$ cat src/sv/odo_pkg.sv
// ----------------------------------------------------------------------------
// odo_pkg - shared types and constants for differential drive odometry
// Fixed point constants, CORDIC angle table, sequencer states and helpers.
// ----------------------------------------------------------------------------
package odo_pkg;

   localparam int CORDIC_STEPS = 16;
   localparam int STEP_W = $clog2(CORDIC_STEPS);
   localparam int CSR_IDX_W = 8;

   localparam logic [CSR_IDX_W-1:0] REG_WHEEL_RADIUS = 8'd0;
   localparam logic [CSR_IDX_W-1:0] REG_TRACK_WIDTH  = 8'd1;

   localparam logic [15:0] RADIUS_RESET = 16'd3277;
   localparam logic [15:0] TRACK_RESET  = 16'd9830;

   localparam logic [26:0] DEG2RAD_Q32 = 27'd74961321;
   localparam logic [21:0] RAD2DEG_Q16 = 22'd3754936;
   localparam logic signed [33:0] CORDIC_GAIN_Q30 = 34'sd652032874;
   localparam logic signed [25:0] FULL_TURN_Q16    = 26'sd23592960;
   localparam logic signed [25:0] HALF_TURN_Q16    = 26'sd11796480;
   localparam logic signed [25:0] QUARTER_TURN_Q16 = 26'sd5898240;

   // full turn is 45 * 2^19: bias keeps the 13 bit turn index positive
   localparam logic [13:0] MOD_BIAS  = 14'd4140;
   localparam logic [14:0] RECIP_45  = 15'd23302;
   localparam logic [13:0] MOD_BASE  = 14'd45;

   typedef logic signed [31:0] atan_table_type [CORDIC_STEPS];

   typedef enum logic [4:0] {
      S_IDLE, S_LMR, S_LAK, S_LBK, S_LFIN, S_RAK, S_RBK, S_RFIN, S_SUM,
      S_DIV, S_HMUL, S_HFIN, S_ANG1, S_ANG2, S_ROT, S_XMUL, S_YMUL, S_YFIN,
      S_OUT
   } state_type;

   typedef struct packed {
      logic busy;
      logic done;
   } div_status_type;

   function automatic atan_table_type build_atan_table();
      atan_table_type t;
      logic [63:0] k;
      logic [63:0] s;
      logic [63:0] c;
      k = 64'd961263669 << 20;
      for (int i = 0; i < CORDIC_STEPS; i++) begin
         case (i)
            0: t[i] = 32'sd754974720;
            1: t[i] = 32'sd445687602;
            2: t[i] = 32'sd235489088;
            3: t[i] = 32'sd119537938;
            4: t[i] = 32'sd60000934;
            5: t[i] = 32'sd30029717;
            6: t[i] = 32'sd15018523;
            default: begin
               s = k >> i;
               c = (3 * i < 64) ? (k >> (3 * i)) / 3 : 64'd0;
               t[i] = 32'((s - c + (64'd1 << 19)) >> 20);
            end
         endcase
      end
      return t;
   endfunction

   localparam atan_table_type ATAN_TABLE = build_atan_table();

   function automatic logic signed [31:0] sat32(input logic signed [63:0] v);
      if (v > 64'sd2147483647) return 32'sh7fffffff;
      if (v < -64'sd2147483648) return 32'sh80000000;
      return v[31:0];
   endfunction

endpackage

$ cat src/sv/odo_div.sv
// ----------------------------------------------------------------------------
// odo_div - radix 2 restoring divider
// Divides a 48 bit numerator by a 16 bit divisor, one quotient bit a cycle.
// ----------------------------------------------------------------------------
module odo_div
   import odo_pkg::*;
(
   input  logic           clock,
   input  logic           reset,
   input  logic           start,
   input  logic [15:0]    numer_hi,
   input  logic [31:0]    numer_lo,
   input  logic [15:0]    divisor,
   output div_status_type status,
   output logic [31:0]    quotient
);

   logic [15:0] rem_ff, rem_in;
   logic [31:0] sh_ff, sh_in;
   logic [4:0]  cnt_ff, cnt_in;
   logic        busy_ff, busy_in;
   logic        done_ff, done_in;
   logic [16:0] trial;
   logic        ge;

   always_comb begin
      rem_in  = rem_ff;
      sh_in   = sh_ff;
      cnt_in  = cnt_ff;
      busy_in = busy_ff;
      done_in = 1'b0;
      trial   = {rem_ff, sh_ff[31]};
      ge      = trial >= {1'b0, divisor};
      if (start) begin
         rem_in  = numer_hi;
         sh_in   = numer_lo;
         cnt_in  = '0;
         busy_in = 1'b1;
      end else if (busy_ff) begin
         rem_in = ge ? 16'(trial - {1'b0, divisor}) : trial[15:0];
         sh_in  = {sh_ff[30:0], ge};
         cnt_in = cnt_ff + 5'd1;
         if (cnt_ff == 5'd31) begin
            busy_in = 1'b0;
            done_in = 1'b1;
         end
      end
   end

   always_ff @(posedge clock) begin
      rem_ff <= rem_in;
      sh_ff  <= sh_in;
      cnt_ff <= cnt_in;
      if (reset) begin
         busy_ff <= 1'b0;
         done_ff <= 1'b0;
      end else begin
         busy_ff <= busy_in;
         done_ff <= done_in;
      end
   end

   assign status.busy = busy_ff;
   assign status.done = done_ff;
   assign quotient    = sh_ff;

endmodule

$ cat config.mk
export PLATFORM = sky130hd
export DESIGN_NAME = odo_div
export DESIGN_NICKNAME = d
export VERILOG_FILES = /design/src/sv/odo_pkg.sv /design/src/sv/odo_div.sv
export SDC_FILE = /design/constraint.sdc
export NUM_CORES = 1
export LEC_CHECK = 0
export ABC_AREA = 0
export BUFFER_PORTS_ARGS = -buffer_cell sky130_fd_sc_hd__buf_2
export CORE_MARGIN = 2
export CORE_UTILIZATION = 53
export DETAILED_ROUTE_END_ITERATION = 8
export PLACE_DENSITY = 0.79
export REMOVE_ABC_BUFFERS = 1
export SLEW_MARGIN = 20
export SYNTH_ARGS = -nofsm -noshare
export SYNTH_HDL_FRONTEND = slang
export SYNTH_SLANG_ARGS = --single-unit
export TNS_END_PERCENT = 100
$ cat constraint.sdc
create_clock -name clock -period 2.6 [get_ports clock]
set_input_delay 0.13 -clock clock [delete_from_list [all_inputs] [get_ports clock]]
set_output_delay 0.13 -clock clock [all_outputs]
set_load 0.05 [all_outputs]
-- Word-level counts from Yosys, hierarchy flattened
Index checks and enable logic that the tools add are counted.
- add/sub/neg operators: 2
- eq/ne operators: 1
- order comparisons: 1
- bitwise logic cells: 1
- multiplexer cells: 9
- reduce and logical (&&, ||, !) cells: 2
- operators with widths (operator ; count):
    $mux 32 ; 2
    $mux 16 ; 3
    $ge 17x16->1 ; 1
    $sub 16x16->16 ; 1
    $add 5x1->5 const B ; 1
    $eq 5x5->1 const B ; 1
    $mux 1 ; 4
    $reduce_or 3->1 ; 1
    $reduce_bool 2->1 ; 1
    $not 1->1 ; 1
- register bits: 55
- input bits: 67
- output and inout bits: 34
- word-level logic and storage cells: 21

-- Longest topological paths before layout
Gate-level depths: netlist of the first run.
- depth after elaboration: 4
- depth in mapped cells: 10
- mapped depth without buffers: 10

-- Worst setup path before layout of the first run
Ideal clock, no wire load.
- kind: register to register
- start: register sh_ff[31], in the netlist quotient[31]
- end: register rem_ff[14] (data pin)
- arrival time: 2.428 ns
- clock period less this slack: 2.695 ns
- required time: 2.333 ns
- path buffers: 0
- setup slack: -0.095 ns
- stages on the path, launching flop included: 11
- library setup time: 0.267 ns
- cell sequence: edfxtp_1 inv_1 ha_1 inv_1 fa_1 a21o_1 a221oi_2 o21ba_2 nor3_1 nor3b_1 o211ai_1
- word-level cells in the longest chain between the ends: 4
- elaborated cells on any way between the ends: 5
- classes of those cells: add/sub: 1; order compare: 1; mux: 3
- RTL lines (item ; line ; RTL):
    start: declaration ; odo_div.sv:19 ; logic [31:0] sh_ff, sh_in;
    start signal: assignment ; odo_div.sv:52 ; sh_ff <= sh_in;
    $sub 16x16->16 / $ge 17x16->1 (equally long branches) ; odo_div.sv:40, odo_div.sv:33 ;
    $mux 16 * ; odo_div.sv:40 ; rem_in = ge ? 16'(trial - {1'b0, divisor}) : trial[15:0];
    $mux 16 * ; odo_div.sv:39 ; end else if (busy_ff) begin
    $mux 16 * ; odo_div.sv:34 ; if (start) begin
    via rem_in[14] ; odo_div.sv:18 ; logic [15:0] rem_ff, rem_in;
    end signal: assignment ; odo_div.sv:51 ; rem_ff <= rem_in;
    end: declaration ; odo_div.sv:18 ;
The timed path passes the listed nets; every way through them passes the cells marked *. The select of a mux whose other input is x is not followed.
A chain may end at the register's enable or synchronous reset.

-- Worst setup path in the final report of the first run
Same ends and word-level chain as after synthesis.

==> impl_metrics.env, run 1 <==
export IMPL_synth_compound_area_share_pct=16.52
export IMPL_synthCells=335
export IMPL_ys_ff_latch=55
export IMPL_post_place_ws_ns=0.06892
export IMPL_arrival_ns=2.55
export IMPL_clk_pin_slew_ns=0.11
export IMPL_wl_per_cell_um=16.17
export IMPL_core_area_um2=6386
export IMPL_max_freq_mhz=403.3
export IMPL_drt_first_iter_violations=131
export IMPL_antenna_cells=0
export IMPL_fin_setup_tns_ns=0
export IMPL_insertion_delay_ns=0.32
export IMPL_hpwlAfterDp_um=6092
export IMPL_synth_xor_area_share_pct=2.990
export IMPL_ys_flop_type="edfxtp_1"
export IMPL_setup_ws_ns=0.1207
export IMPL_status="finished, final reports clean"
export IMPL_cts_root_buf="clkbuf_8"
export IMPL_ant_nets=0
export IMPL_synthAdderAreaFrac_pct=6.978
export IMPL_hold_class="in -> reg"
export IMPL_final_common_cell="buf_2"
export IMPL_area_delta_synth_final_pct=22.75
export IMPL_tightest_slew_ns=0.4328
export IMPL_slew_limit_headroom_pct=70.84
export IMPL_drive_above_1_share_pct=39.55
export IMPL_critPathCaptureType="flop"
export IMPL_switching_power_uw=1463
export IMPL_synth_top_area_cell="edfxtp_1"
export IMPL_synth_top_family_by_area="compound AO/OA/AOI/OAI gates"
export IMPL_num_io_pins=101
export IMPL_postPlaceCellArea_um2=4144
export IMPL_cp_startpoint="quotient[31]"
export IMPL_clock_power_share_pct=14.6
export IMPL_io_buffer_count=100
export IMPL_final_cell_area_um2=4314
export IMPL_muxShareOfSynthArea_pct=10.50
export IMPL_hold_violations=0
export IMPL_numPlacedInstances=505
export IMPL_grt_pass1_wl_um=13500
export IMPL_worstHoldStart="numer_hi[2]"
export IMPL_crit_required_ns=2.67
export IMPL_switching_share_pct=41.34
export IMPL_synth_area_um2=3515
export IMPL_fp_dieH_um=85.44
export IMPL_clock_sinks=55
export IMPL_slew_viol_final=0
export IMPL_synth_simple_area_share_pct=12.78
export IMPL_grt_usage_pct=22.96
export IMPL_finalSetupViolCount=0
export IMPL_final_cell_mix="buf_2, edfxtp_1, mux2_2"
export IMPL_viasPerCell=5.760
export IMPL_timing_max_cap_violations=0
export IMPL_crit_type="reg -> reg"
export IMPL_firstDrtPassIters=4
export IMPL_pwr_share_seq_pct=34.9
export IMPL_rows=29
export IMPL_finalWeightedCongestion=0.9181
export IMPL_htreeDepth=2
export IMPL_cts_tree="built"
export IMPL_skew_ns=0.006987
export IMPL_synth_edf_count=48
export IMPL_seq_area_frac_synth_pct=45.00
export IMPL_fin_crit_sh_pct=95.36
export IMPL_nets=525
export IMPL_p_per_area_nw_per_um2=820.2
export IMPL_synth_area_top_cells="edfxtp_1, mux2_2, ha_1, dfxtp_1, nor2_1"
export IMPL_power_frac_comb_pct=50.5
export IMPL_ys_warn_count=0
export IMPL_syn_area_per_cell_um2=10.49
export IMPL_ir_worst_vdd_uv=390.5
export IMPL_first_global_vias=2963
export IMPL_p_leak_uw=0.001862
export IMPL_r2r_start="quotient[31]"
export IMPL_critPathMaxFanout=5
export IMPL_cts_buffer_depth=2
export IMPL_drc=0
export IMPL_gr_total_overflow=0
export IMPL_initial_core_util_pct=55.04
export IMPL_die_w_um=85.44
export IMPL_cts_buffers=5
export IMPL_antenna_found_initial=0
export IMPL_synthDistinctLibCells=55
export IMPL_fin_crit_ns=2.479
export IMPL_async_flop_share_pct=0
export IMPL_synth_top_area_share_pct=41.01
export IMPL_wirelength_um=8360
export IMPL_final_cells=517
export IMPL_power_internal_uw=2076
export IMPL_vias=2978
export IMPL_grt_max_degree=49
export IMPL_die_area_um2=7299
export IMPL_startpoint_type="flop"
==> logic make-up after synthesis <==
kind of cell,Yosys count
and+or+nand+nor,92
AOI/OAI and AO/OA,80
xor gates and xnor gates,12
adders and majority gates,19
buffers and inverters,44
DFF,55
muxes,33
==> routing by layer <==
layer	share of wire (%)	GRT usage [%]	vias to the layer above
met2	49	38.42	102
met1	43	30.08	1396
met5	0	0	-
met3	6.9	5.545	11
li1	-	-	1469
met4	1.1	5.772	0
==> final timing paths <==
kind	end	slack (ns)	depth (start not counted)
setup / recovery	rem_ff[14]	0.12	11
setup reg to reg	rem_ff[14]	0.12	11
hold / removal	rem_ff[2]	0.1	3
hold reg to reg	cnt_ff[4]	0.51	2
==> timing repair <==
action                                  CTS  global route
gates resized for setup                   0             9
endpoints found under the hold margin     2             0
setup buffers                             0             3
hold buffers                              1             0
endpoints found under the setup margin    0             8
==> worst max-delay path, stage by stage (launching register included) <==
cell and delay [ns]:
edfxtp_1 0.39, inv_1 0.09, ha_1 0.17, inv_1 0.06
fa_2 0.35, a21o_1 0.21, a221oi_2 0.22, buf_4 0.18
o21ba_2 0.19, nor3_1 0.07, nor3b_2 0.18, o211ai_1 0.12
==> metrics by stage <==
stage	utilization [%]	power, µW	hold WS, ns
after floorplan	-	2448	0.2024
after global placement	64.89	2905	0.3024
after detailed placement	64.89	2937	0.3082
after CTS	66.56	3463	0.07994
after global routing	67.55	3760	0.09212
final	67.55	3538	0.09653
==> power groups by stage <==
stage	Combinational (µW)	Clock, µW	Sequential (µW)
final	1790	515	1230
after global routing	1950	558	1250
after CTS	1700	533	1230
after detailed placement	1690	0	1250
after global placement	1660	0	1240
after floorplan	1020	0	1430
==> flip-flops by register name, summed over array words and instances, names as in the netlist <==
signal / cells
rem_ff: 16
cnt_ff: 5
busy_ff: 1
done_ff: 1
quotient: 32
==> synth_stat cells (9+ instances only) <==
master	instances
edfxtp_1	48
mux2_2	31
nor2_1	24
inv_1	23
nand2_1	20
ha_1	18
nand3_1	15
a21oi_1	11
clkbuf_1	11
a21o_1	10
a31oi_1	9
==> area by class of cell <==
cell class | count | area (µm²)
Fill cell | 530 | 2072
Multi-Input combinational cell | 236 | 1790
Sequential cell | 55 | 1582
Timing Repair Buffer | 118 | 663.1
Tap cell | 77 | 96.34
Inverter | 23 | 86.33
Clock buffer | 5 | 68.82
Clock inverter | 3 | 27.53
Note: power is estimated with default switching activity, not from simulation.
==> run 2: changes to the inputs <==
--- a/config.mk
+++ b/config.mk
@@ -10,7 +10,7 @@
 export CORE_MARGIN = 2
 export CORE_UTILIZATION = 53
 export DETAILED_ROUTE_END_ITERATION = 8
-export PLACE_DENSITY = 0.79
+export PLACE_DENSITY = 0.92
 export REMOVE_ABC_BUFFERS = 1
 export SLEW_MARGIN = 20
 export SYNTH_ARGS = -nofsm -noshare
==> run 2 against run 1 <==
- total power is 0.45% higher
- critical path type unchanged
- sequential share of layout area is 0.18 points higher
- utilization down 0.33 points
- setup slack got worse by 0.023 ns
- sequential power about the same
- clock-buffer cell count is the same
- first-iteration DRC count rose by 120%
- wire length rose by 3.2%
- register-to-register slack got worse by 0.02 ns
- via count is 4.1% higher
- clock skew increased by 0.0028 ns
- cell area down 0.49%
==> impl_metrics.env, run 2 (synthesized netlist as in run 1, its figures left out) <==
export IMPL_cts_buffer_depth=2
export IMPL_r2r_start="quotient[31]"
export IMPL_rows=29
export IMPL_tightest_slew_ns=0.5239
export IMPL_cts_buffers=5
export IMPL_max_stage_delay_ns=0.39
export IMPL_clock_sinks=55
export IMPL_startpoint_type="flop"
export IMPL_final_cell_area_um2=4293
export IMPL_hpwlAfterDp_um=6340
export IMPL_wirelength_um=8626
export IMPL_hold_violations=0
export IMPL_area_delta_synth_final_pct=22.14
export IMPL_crit_required_ns=2.68
export IMPL_hold_depth=3
export IMPL_initial_core_util_pct=55.04
export IMPL_num_io_pins=101
export IMPL_insertion_delay_ns=0.32
export IMPL_io_buffer_count=100
export IMPL_path_delay_family="compound AO/OA/AOI/OAI gates"
export IMPL_nets=525
export IMPL_rr_worst_depth=11
export IMPL_drive_above_1_share_pct=39.09
export IMPL_largest_reg_flops=32
export IMPL_clk_pin_slew_ns=0.12
export IMPL_cts_root_buf="clkbuf_8"
export IMPL_die_area_um2=7299
export IMPL_ir_worst_vdd_uv=522.5
export IMPL_htreeDepth=2
export IMPL_path_common_cell="inv_1"
export IMPL_antenna_cells=0
export IMPL_cp_num_buf_inv=3
export IMPL_p_per_area_nw_per_um2=827.9
export IMPL_ant_nets=0
export IMPL_switching_share_pct=41.94
export IMPL_power_frac_comb_pct=50.3
export IMPL_switching_power_uw=1491
export IMPL_drt_first_iter_violations=285
export IMPL_finalWeightedCongestion=0.9727
export IMPL_die_w_um=85.44
export IMPL_slowest_stage="edfxtp_1"
export IMPL_p_leak_uw=0.001867
export IMPL_wl_per_cell_um=16.68
export IMPL_viasPerCell=5.994
export IMPL_timing_max_cap_violations=0
export IMPL_critPathCaptureType="flop"
export IMPL_grt_pass1_wl_um=14090
export IMPL_r2r_end="rem_ff[14]"
export IMPL_status="finished, final reports clean"
export IMPL_rrSetupSlack_ns=0.1
export IMPL_first_global_vias=3093
export IMPL_finalSetupViolCount=0
export IMPL_gr_total_overflow=0
export IMPL_cp_cell_sequence="inv_1 > ha_1 > inv_1 > fa_2 > a21o_1 > a221oi_2 > buf_4 > o21ba_2 > nor3_1 > nor3b_1 > o211ai_1"
export IMPL_crit_type="reg -> reg"
export IMPL_pwr_share_seq_pct=34.8
export IMPL_final_common_cell="buf_2"
export IMPL_hold_path_end="rem_ff[5]"
export IMPL_slew_viol_final=0
export IMPL_core_area_um2=6386
export IMPL_rsz0062_at_grt="true"
export IMPL_max_freq_mhz=399.6
export IMPL_hold_class="in -> reg"
export IMPL_power_internal_uw=2064
export IMPL_grt_max_degree=40
export IMPL_grt_usage_pct=23.74
export IMPL_final_cell_mix="buf_2, edfxtp_1, mux2_2"
export IMPL_worstHoldStart="numer_hi[5]"
export IMPL_post_place_ws_ns=0.06923
export IMPL_vias=3099
export IMPL_skew_ns=0.009789
export IMPL_drc=0
export IMPL_clock_power_share_pct=14.9
export IMPL_arrival_ns=2.58
export IMPL_fp_dieH_um=85.44
export IMPL_cts_tree="built"
export IMPL_fin_crit_ns=2.503
export IMPL_utilization_pct=67.22
export IMPL_postPlaceCellArea_um2=4139
export IMPL_firstDrtPassIters=5
export IMPL_setup_ws_ns=0.09743
export IMPL_slew_limit_headroom_pct=65.07
export IMPL_critPathMaxFanout=6
export IMPL_antenna_found_initial=0
export IMPL_fin_crit_sh_pct=96.25
-- run 2: power groups by stage --
stage / logic [µW] / clock network (µW) / registers, µW
after global routing: 1920 / 571 / 1250
final: 1790 / 530 / 1240
after CTS: 1720 / 543 / 1230
after floorplan: 1020 / 0 / 1430
after global placement: 1670 / 0 / 1240
after detailed placement: 1700 / 0 / 1250
-- run 2: worst max-delay path by stage --
stage / start / to / cells past startpoint
6_report: quotient[31] / rem_ff[14] / 11
5_1_grt: quotient[31] / rem_ff[14] / 11
4_1_cts: quotient[31] / rem_ff[14] / 11
2_1_floorplan: quotient[31] / rem_ff[14] / 10
3_5_place_dp: quotient[31] / rem_ff[14] / 11
3_3_place_gp: quotient[31] / rem_ff[14] / 11
-- run 2: area by class of cell --
class / count / area [µm²]
Fill cell: 512 / 2093
Multi-Input combinational cell: 236 / 1775
Sequential cell: 55 / 1582
Timing Repair Buffer: 118 / 650.6
Tap cell: 77 / 96.34
Inverter: 23 / 86.33
Clock buffer: 5 / 68.82
Clock inverter: 3 / 33.78
-- run 2: per-layer routing --
metal  wire length, µm  track usage [%]  share of wire [%]  vias up
met1              3620            29.89                 42     1456
li1                  -                -                  -     1470
met5                 0                0                  0        -
met2              4241            41.62                 49      153
met3               602            4.669                7.0       20
met4               161            6.494                1.9        0
-- run 2: worst reg2reg max path: cells and delay by family (launching register included) --
kind                       cells  cell delay (ns)
AOI/OAI and AO/OA              4             0.76
adders and majority gates      2             0.52
buffers and inverters          3             0.33
DFF                            1             0.39
and+or+nand+nor                2             0.28
-- run 2: per-stage QoR --
step	setup TNS [ns]	std cells	total power, µW	hold WS [ns]
after floorplan	-0.1068	314	2448	0.2024
after global placement	0	506	2912	0.3033
after detailed placement	0	506	2951	0.3104
after CTS	0	515	3492	0.09680
after global routing	-0.01119	517	3742	0.09588
final	0	517	3554	0.09801
-- run 2: timing repair --
item / in CTS / in global routing
setup buffers: 0 / 2
gates resized for setup: 0 / 7
endpoints found under the hold margin: 2 / 0
hold buffers: 1 / 0
setup endpoints to repair: 0 / 5
